`src/rtl/core/vsmt_pkg.sv`:
```
package vsmt_pkg;

  localparam int TABLE_ENTRIES = 16;
  localparam int IDX_W = $clog2(TABLE_ENTRIES);
  localparam int CNT_W = $clog2(TABLE_ENTRIES + 1);

  localparam int REQ_W    = 2;
  localparam int VOL_W    = 32;
  localparam int SRV_W    = 64;
  localparam int STATUS_W = 2;
  localparam int SLOT_W   = 4;

  localparam logic [REQ_W-1:0] REQ_LOOKUP = 2'd0;
  localparam logic [REQ_W-1:0] REQ_INSERT = 2'd1;
  localparam logic [REQ_W-1:0] REQ_REMOVE = 2'd2;

  localparam logic [STATUS_W-1:0] ST_OK              = 2'd0;
  localparam logic [STATUS_W-1:0] ST_PRESENT_OR_MISS = 2'd1;
  localparam logic [STATUS_W-1:0] ST_FULL            = 2'd2;
  localparam logic [STATUS_W-1:0] ST_NO_PAIR         = 2'd3;

  typedef struct packed {
    logic [REQ_W-1:0] req_type;
    logic [VOL_W-1:0] volume_key;
    logic [SRV_W-1:0] server_tag;
  } in_item_t;

  typedef struct packed {
    logic [STATUS_W-1:0] status;
    logic                found;
    logic [SRV_W-1:0]    server_out;
    logic [SLOT_W-1:0]   slot_index;
  } out_item_t;

  typedef struct packed {
    logic start;
    logic scan;
    logic commit;
  } ctl_cmd_t;

  typedef struct packed {
    logic scan_done;
    logic out_free;
  } dp_sts_t;

endpackage

```
`src/rtl/core/vsmt_ctrl.sv`:
```
module vsmt_ctrl (
  input  logic              clk,
  input  logic              rst_n,
  input  logic              in_valid,
  output logic              in_ready,
  input  vsmt_pkg::dp_sts_t sts,
  output vsmt_pkg::ctl_cmd_t cmd
);
  import vsmt_pkg::*;

  typedef enum logic [1:0] {
    S_IDLE,
    S_SCAN,
    S_COMMIT
  } state_t;

  state_t state_r;
  state_t state_nxt;

  always_comb begin
    state_nxt = state_r;
    case (state_r)
      S_IDLE: begin
        if (in_valid) state_nxt = S_SCAN;
      end
      S_SCAN: begin
        if (sts.scan_done) state_nxt = S_COMMIT;
      end
      S_COMMIT: begin
        // Hold here until the result register can take the new item.
        if (sts.out_free) state_nxt = S_IDLE;
      end
      default: state_nxt = S_IDLE;
    endcase
  end

  always_ff @(posedge clk) begin
    if (!rst_n) begin
      state_r <= S_IDLE;
    end else begin
      state_r <= state_nxt;
    end
  end

  assign in_ready   = (state_r == S_IDLE);
  assign cmd.start  = (state_r == S_IDLE) && in_valid;
  assign cmd.scan   = (state_r == S_SCAN);
  assign cmd.commit = (state_r == S_COMMIT) && sts.out_free;

endmodule

```
`src/rtl/core/vsmt_datapath.sv`:
```
module vsmt_datapath (
  input  logic                clk,
  input  logic                rst_n,
  input  vsmt_pkg::in_item_t  in_data,
  input  vsmt_pkg::ctl_cmd_t  cmd,
  output vsmt_pkg::dp_sts_t   sts,
  output logic                out_valid,
  input  logic                out_ready,
  output vsmt_pkg::out_item_t out_data
);
  import vsmt_pkg::*;

  localparam int ENTRY_W = VOL_W + SRV_W;

  // Table contents live in a memory; presence is tracked by flip-flop valid bits.
  logic [ENTRY_W-1:0]       tbl_mem_r [TABLE_ENTRIES];
  logic [TABLE_ENTRIES-1:0] valid_r;

  in_item_t           req_r;
  logic [CNT_W-1:0]   cnt_r;
  logic [ENTRY_W-1:0] rd_data_r;
  logic [IDX_W-1:0]   rd_idx_r;
  logic               rd_live_r;
  logic               hit_r;
  logic [IDX_W-1:0]   hit_idx_r;
  logic [SRV_W-1:0]   hit_srv_r;
  logic               free_r;
  logic [IDX_W-1:0]   free_idx_r;
  logic               out_valid_r;
  out_item_t          out_data_r;

  logic               cnt_live;
  logic [VOL_W-1:0]   rd_vol;
  logic [SRV_W-1:0]   rd_srv;
  logic               entry_valid;
  out_item_t          result;
  logic               do_insert;
  logic               do_remove;

  assign cnt_live    = (cnt_r < CNT_W'(TABLE_ENTRIES));
  assign rd_vol      = rd_data_r[ENTRY_W-1 -: VOL_W];
  assign rd_srv      = rd_data_r[SRV_W-1:0];
  assign entry_valid = valid_r[rd_idx_r];

  assign sts.scan_done = cmd.scan && !cnt_live && !rd_live_r;
  assign sts.out_free  = !out_valid_r || out_ready;

  // Scan: one entry is read per cycle and compared on the following cycle.
  always_ff @(posedge clk) begin
    if (!rst_n) begin
      cnt_r     <= '0;
      rd_live_r <= 1'b0;
      hit_r     <= 1'b0;
      free_r    <= 1'b0;
    end else if (cmd.start) begin
      cnt_r     <= '0;
      rd_live_r <= 1'b0;
      hit_r     <= 1'b0;
      free_r    <= 1'b0;
    end else begin
      rd_live_r <= cmd.scan && cnt_live;
      if (cmd.scan && cnt_live) begin
        cnt_r <= cnt_r + CNT_W'(1);
      end
      if (rd_live_r) begin
        if (entry_valid && (rd_vol == req_r.volume_key) && !hit_r) begin
          hit_r <= 1'b1;
        end
        if (!entry_valid && !free_r) begin
          free_r <= 1'b1;
        end
      end
    end
  end

  always_ff @(posedge clk) begin
    if (cmd.start) begin
      req_r <= in_data;
    end
    rd_idx_r <= cnt_r[IDX_W-1:0];
    if (rd_live_r && entry_valid && (rd_vol == req_r.volume_key) && !hit_r) begin
      hit_idx_r <= rd_idx_r;
      hit_srv_r <= rd_srv;
    end
    if (rd_live_r && !entry_valid && !free_r) begin
      free_idx_r <= rd_idx_r;
    end
  end

  // Memory: one write port, one registered read port.
  always_ff @(posedge clk) begin
    if (do_insert) begin
      tbl_mem_r[free_idx_r] <= {req_r.volume_key, req_r.server_tag};
    end
    rd_data_r <= tbl_mem_r[cnt_r[IDX_W-1:0]];
  end

  always_comb begin
    result            = '0;
    result.status     = ST_PRESENT_OR_MISS;
    do_insert         = 1'b0;
    do_remove         = 1'b0;
    case (req_r.req_type)
      REQ_INSERT: begin
        if (hit_r) begin
          result.status     = ST_PRESENT_OR_MISS;
          result.found      = 1'b1;
          result.server_out = hit_srv_r;
          result.slot_index = SLOT_W'(hit_idx_r);
        end else if (free_r) begin
          result.status     = ST_OK;
          result.server_out = req_r.server_tag;
          result.slot_index = SLOT_W'(free_idx_r);
          do_insert         = cmd.commit;
        end else begin
          result.status = ST_FULL;
        end
      end
      REQ_REMOVE: begin
        if (!hit_r) begin
          result.status = ST_NO_PAIR;
        end else begin
          result.found      = 1'b1;
          result.server_out = hit_srv_r;
          result.slot_index = SLOT_W'(hit_idx_r);
          if (hit_srv_r == req_r.server_tag) begin
            result.status = ST_OK;
            do_remove     = cmd.commit;
          end else begin
            result.status = ST_NO_PAIR;
          end
        end
      end
      default: begin
        // Lookup; the unused request code behaves the same way.
        if (hit_r) begin
          result.status     = ST_OK;
          result.found      = 1'b1;
          result.server_out = hit_srv_r;
          result.slot_index = SLOT_W'(hit_idx_r);
        end
      end
    endcase
  end

  always_ff @(posedge clk) begin
    if (!rst_n) begin
      valid_r     <= '0;
      out_valid_r <= 1'b0;
    end else begin
      if (do_insert) begin
        valid_r[free_idx_r] <= 1'b1;
      end else if (do_remove) begin
        valid_r[hit_idx_r] <= 1'b0;
      end
      if (cmd.commit) begin
        out_valid_r <= 1'b1;
      end else if (out_ready) begin
        out_valid_r <= 1'b0;
      end
    end
  end

  always_ff @(posedge clk) begin
    if (cmd.commit) begin
      out_data_r <= result;
    end
  end

  assign out_valid = out_valid_r;
  assign out_data  = out_data_r;

endmodule

```
`src/rtl/core/volume_server_map_table.sv`:
```
// Volume-to-server map table with lookup, insert and remove requests.
//
// Requests arrive on the in_ channel (valid/ready) as one in_item_t holding
// the request type, the volume id and the server id. Each request yields
// exactly one item on the out_ channel (valid/ready) with a status, a found
// flag, the stored server id and the entry index.
//
// Every request scans the whole table, one entry per cycle through the
// table memory's single read port, with the compare in the cycle after the
// read. Requests are handled one at a time: a new request can be accepted
// in the cycle after a result is loaded.
//
// A finished result waits in an output register; the next request is
// accepted while it waits. If the receiver still stalls when the following
// result is ready, the block holds that result and takes no new request.
// Reset clears every valid bit, leaving the table empty, and drops any
// pending result.
module volume_server_map_table (
  input  logic                clk,
  input  logic                rst_n,
  input  logic                in_valid,
  output logic                in_ready,
  input  vsmt_pkg::in_item_t  in_data,
  output logic                out_valid,
  input  logic                out_ready,
  output vsmt_pkg::out_item_t out_data
);
  import vsmt_pkg::*;

  ctl_cmd_t cmd;
  dp_sts_t  sts;

  vsmt_ctrl u_ctrl (
    .clk      (clk),
    .rst_n    (rst_n),
    .in_valid (in_valid),
    .in_ready (in_ready),
    .sts      (sts),
    .cmd      (cmd)
  );

  vsmt_datapath u_datapath (
    .clk       (clk),
    .rst_n     (rst_n),
    .in_data   (in_data),
    .cmd       (cmd),
    .sts       (sts),
    .out_valid (out_valid),
    .out_ready (out_ready),
    .out_data  (out_data)
  );

endmodule
```
`config.mk`:
```
export PLATFORM = sky130hd
export DESIGN_NAME = volume_server_map_table
export DESIGN_NICKNAME = d
export VERILOG_FILES = /design/src/rtl/core/vsmt_pkg.sv /design/src/rtl/core/vsmt_ctrl.sv /design/src/rtl/core/vsmt_datapath.sv /design/src/rtl/core/volume_server_map_table.sv
export SDC_FILE = /design/constraint.sdc
export NUM_CORES = 2
export LEC_CHECK = 0
export BUFFER_PORTS_ARGS = -buffer_cell sky130_fd_sc_hd__buf_2
export CORE_ASPECT_RATIO = 0.75
export CORE_MARGIN = 2
export CORE_UTILIZATION = 40
export CTS_CLUSTER_DIAMETER = 30
export DETAILED_ROUTE_END_ITERATION = 10
export PLACE_DENSITY_LB_ADDON = 0.15
export REMOVE_ABC_BUFFERS = 1
export SLEW_MARGIN = 20
export SYNTH_ARGS = -nofsm -noshare
export SYNTH_HDL_FRONTEND = slang
export SYNTH_SLANG_ARGS = --single-unit
```
`constraint.sdc`:
```
create_clock -name clk -period 12.2 [get_ports clk]
set_input_delay 1.83 -clock clk [delete_from_list [all_inputs] [get_ports clk]]
set_output_delay 1.83 -clock clk [all_outputs]
set_load 0.03 [all_outputs]
```
==> implementation parameters <==
Parameter                              Value

Finish
  Fraction of the core area covered by cells at the end of the flow ... 0.489
  Layout area overhead ... 21.8%
  FF/Latch Area ... 55900 sq um
  Antenna Diode Count ... 0
  Area of all placed cells without fillers ... approximately 86000 sq um
  Fill cell total of the finished layout ... 13.9k
  Layout Nets ... 3511
  Area of the multi-input gates ... 13800 sq um
  Fraction of final layout cells with drive strength greater than 1 ... 0.358

Detailed routing
  Drt pass-1 iters ... 7
  Routed wl met2 ... 83.5 mm
  Routed WL ... 171 mm
  Detailed-route via count ... between 30k and 40k
  Detailed-route vias per instance ... 5.40
  Residual antenna-violating net count after detailed routing ... 0
  Iteration-0 DRC count of the detailed router ... a little over 3k
  Routed metal-1 wire length ... about 74 mm
  WL met3 ... about 9.9 mm
  Average wire per standard cell ... 28.3 um
  Highest routed metal layer ... met5
  Residual DRC count ... 0

Placed design
  Input/output buffers ... ~170
  Final Wtd Congestion ... 0.769
  Pre-CTS setup slack ... between 7 and 8 ns
  Placed instance area ... 74200 sq um
  Placed wire-length estimate after detailed placement ... about 89 mm

Clock tree
  Maximum clock path buffer count ... 4
  TritonCTS buffer count ... 334
  Count of instances resized after the clock tree is built ... 0
  Total clock sinks ... 1904
  TritonCTS clock tree ... done
  Worst-path clk slew ... 0.05 ns
  Root cell of the clock tree ... sky130_fd_sc_hd__clkbuf_16
  Number of buffers inserted for hold repair after clock tree synthesis ... 0
  Number of post-CTS setup repair buffers ... 0
  Maximum level of the CTS H-tree ... 5
  Clock insertion delay at the later pin of the skew report ... just over 0.9 ns

Timing
  Final Setup Violations ... 0
  Number of pins with negative max-slew slack in the final report ... 0
  Final worst slack ... 7.90 ns
  Relative slew margins ... 0.309
  Measured slew at the worst slew-check pin ... 1.04 ns
  Final period util ... 0.353
  Final critical delay including setup and external delays ... 4.30 ns
  Fmax achieved ... 0.232 GHz
  Final Skew ... about 0.068 ns
  RSZ-0062 raised after global routing ... false
  Worst Hold Slack ... 0.391 ns
  Final-report hold violation count ... 0

Power and ir drop
  Share of total power in sequential cells ... 0.432
  Combinational group share of total power ... 0.019
  Power share of the clock group ... 0.549
  Maximum vdd ir drop ... roughly 0.15 mV
  Switching part of the total power ... 0.205
  Cell-internal power ... 13.4 mW
  PwrDens ... 197 nW/um^2
  Total net switching power ... 3.45 mW
  Lkg Pwr ... between 20 and 30 nW

Worst setup path
  Worst setup path category ... reg -> reg
  R2R cell count ... 7
  Critical path endpoint category ... flop
  Worst path arrival time ... 4.78 ns
  Reg2reg end ... u_datapath.tbl_mem_r[12][89]
  Category of the worst setup path launch point ... flop
  R2r setup slk ... 7.90 ns
  Largest fanout of any net on the critical path ... 50
  Start of the worst register-to-register path ... u_datapath.req_r[97]
  Required time of the critical path ... 12.68 ns

Synthesis
  Synth top area share ... 0.760
  Post-synthesis async set-or-reset flop share ... 0
  Number of register bits inferred by synthesis ... 1904
  Library cell occupying the most area in the post-synthesis netlist ... sky130_fd_sc_hd__edfxtp_1
  Dominant synthesized flop cell ... sky130_fd_sc_hd__edfxtp_1
  Mean post-synth cell area ... 23.7 sq um
  Sequential-to-total area share from yosys stat ... 0.796
  Cell count after synthesis ... 2957
  Yosys warning count ... 0
  Leading post-synthesis cells by cell area ... sky130_fd_sc_hd__edfxtp_1 76%, sky130_fd_sc_hd__mux4_2 16%, sky130_fd_sc_hd__dfxtp_1 3.6%, sky130_fd_sc_hd__xor2_1 1.0%, sky130_fd_sc_hd__a22oi_1 0.68%
  Mapped Area ... 70200 sq um
  Count of unique library cells instantiated by Yosys ... 43
  Count of flip-flops with a built-in enable after synthesis ... 1777

Die
  I/O pins ... 175
  Full die area ... 179000 sq um
  Initial Util ... 0.401
  Number of placement rows ... around 130
  DIE WIDTH ... approximately 500 um
  Chip Height ... about 370 um
  Core box area ... 175000 sq um

GRT
  Initial antenna violation count ... 11
  Number of global-route vias before repair ... approximately 35k
  Pin count of the biggest net entering global routing ... 162
  First-pass GRT wire length ... 248 mm
  Overflow after GRT ... 0
  GRT Util Overall ... 0.192

Job
  Count of max-cap constraint violations ... 0

Hold path
  Class of the tightest hold or removal check ... reg -> reg
  End point of the most critical hold path ... u_datapath.hit_srv_r[63]
  Number of cells on the worst hold path ... 0
  Startpoint of the tightest hold check path ... u_datapath.rd_data_r[63]

Status
  Status ... complete, no violations
==> critical path, stage by stage (launching register included) <==
cell	delay [ns]
sky130_fd_sc_hd__edfxtp_1	0.39
sky130_fd_sc_hd__inv_1	0.07
sky130_fd_sc_hd__ha_1	0.55
sky130_fd_sc_hd__and3b_1	0.38
sky130_fd_sc_hd__nand4_1	0.43
sky130_fd_sc_hd__nor4_2	0.30
sky130_fd_sc_hd__buf_4	0.83
sky130_fd_sc_hd__buf_4	0.88
==> final cells by class <==
class | count | area share
sequential | 1904 | 0.654
clock buffer | 384 | 0.103
inverter | 10 | 0.000439
clock inverter | 215 | 0.0290
timing repair buffer | 252 | 0.0181
multi-input combinational | 904 | 0.161
tap | 2362 | 0.0346
==> cell families (layout without fill, tap and decap cells) <==
kind of cell	count (synthesis)	count (layout)	synth area share
flops	1904	1904	0.796
buf+inv	149	861	0.00971
mux	486	486	0.156
xor+xnor	92	92	0.0115
simple gates	206	206	0.0150
fa+ha+maj	3	3	0.000535
compound gates	117	117	0.0114
==> worst max path at each step <==
stage | start | end | slack, ns
3_5_place_dp | out_ready | u_datapath.tbl_mem_r[12][70] | 7.08
6_report | u_datapath.req_r[97] | u_datapath.tbl_mem_r[12][89] | 7.90
4_1_cts | u_datapath.req_r[97] | u_datapath.tbl_mem_r[12][89] | 7.79
5_1_grt | u_datapath.req_r[97] | u_datapath.tbl_mem_r[12][89] | 7.62
3_3_place_gp | out_ready | u_datapath.tbl_mem_r[12][90] | 7.01
2_1_floorplan | u_datapath.cnt_r[0] | u_datapath.rd_data_r[0] | -4.78
==> synthesized netlist by cell type, types with 4 or more instances <==
library cell	n
sky130_fd_sc_hd__edfxtp_1	1777
sky130_fd_sc_hd__mux4_2	485
sky130_fd_sc_hd__dfxtp_1	127
sky130_fd_sc_hd__clkbuf_1	85
sky130_fd_sc_hd__xor2_1	84
sky130_fd_sc_hd__nor2_1	82
sky130_fd_sc_hd__a22oi_1	64
sky130_fd_sc_hd__buf_2	32
sky130_fd_sc_hd__nor3_1	30
sky130_fd_sc_hd__nor4_1	24
sky130_fd_sc_hd__a21oi_1	21
sky130_fd_sc_hd__o21ai_0	18
sky130_fd_sc_hd__buf_4	14
sky130_fd_sc_hd__nand4_1	14
sky130_fd_sc_hd__nand2b_1	12
sky130_fd_sc_hd__nand3_1	12
sky130_fd_sc_hd__nor2b_1	11
sky130_fd_sc_hd__inv_1	10
sky130_fd_sc_hd__xnor2_1	8
sky130_fd_sc_hd__nand2_1	7
sky130_fd_sc_hd__a32oi_1	4
sky130_fd_sc_hd__buf_1	4
sky130_fd_sc_hd__buf_6	4
==> flip-flops by register name, summed over array words and instances (netlist names), 5 cells and up <==
| signal | flops |
|---|---|
| u_datapath.valid_r | 16 |
| u_datapath.req_r | 98 |
| u_datapath.hit_srv_r | 64 |
| u_datapath.cnt_r | 5 |
| u_datapath.out_data | 71 |
| u_datapath.tbl_mem_r | 1536 |
| u_datapath.rd_data_r | 96 |
==> per-layer routing <==
layer / GRT usage / up-vias
li1: - / 13604
met1: 0.267 / 17577
met2: 0.309 / 1109
met3: 0.0396 / 295
met4: 0.0547 / 4
met5: 0 / -
==> layout by cell type (no fill, tap or decap), types with 64 or more instances in the layout <==
cell,count
sky130_fd_sc_hd__nor2_1,81
sky130_fd_sc_hd__a22oi_1,64
sky130_fd_sc_hd__clkbuf_16,341
sky130_fd_sc_hd__edfxtp_1,1777
sky130_fd_sc_hd__mux4_2,485
sky130_fd_sc_hd__buf_2,174
sky130_fd_sc_hd__buf_4,70
sky130_fd_sc_hd__xor2_1,84
sky130_fd_sc_hd__dfxtp_1,122
==> power groups by stage <==
stage / Sequential [mW] / Combinational (mW) / Clock (mW)
2_1_floorplan: 7.41 / 0.341 / 0
3_3_place_gp: 7.40 / 0.331 / 0
3_5_place_dp: 7.41 / 0.333 / 0
4_1_cts: 7.29 / 0.334 / 9.42
5_1_grt: 7.29 / 0.351 / 9.74
6_report: 7.29 / 0.325 / 9.25
==> metrics by stage <==
| stage | power, mW | std cells | TNS (ns) |
|---|---|---|---|
| 6_report | 16.9 | 6031 | 0 |
| 5_1_grt | 17.4 | 6031 | 0 |
| 4_1_cts | 17.0 | 6029 | 0 |
| 3_5_place_dp | 7.75 | 5430 | 0 |
| 3_3_place_gp | 7.73 | 5430 | 0 |
| 2_1_floorplan | 7.75 | 2818 | -487.80 |
Power figures use the tool's default switching activity.
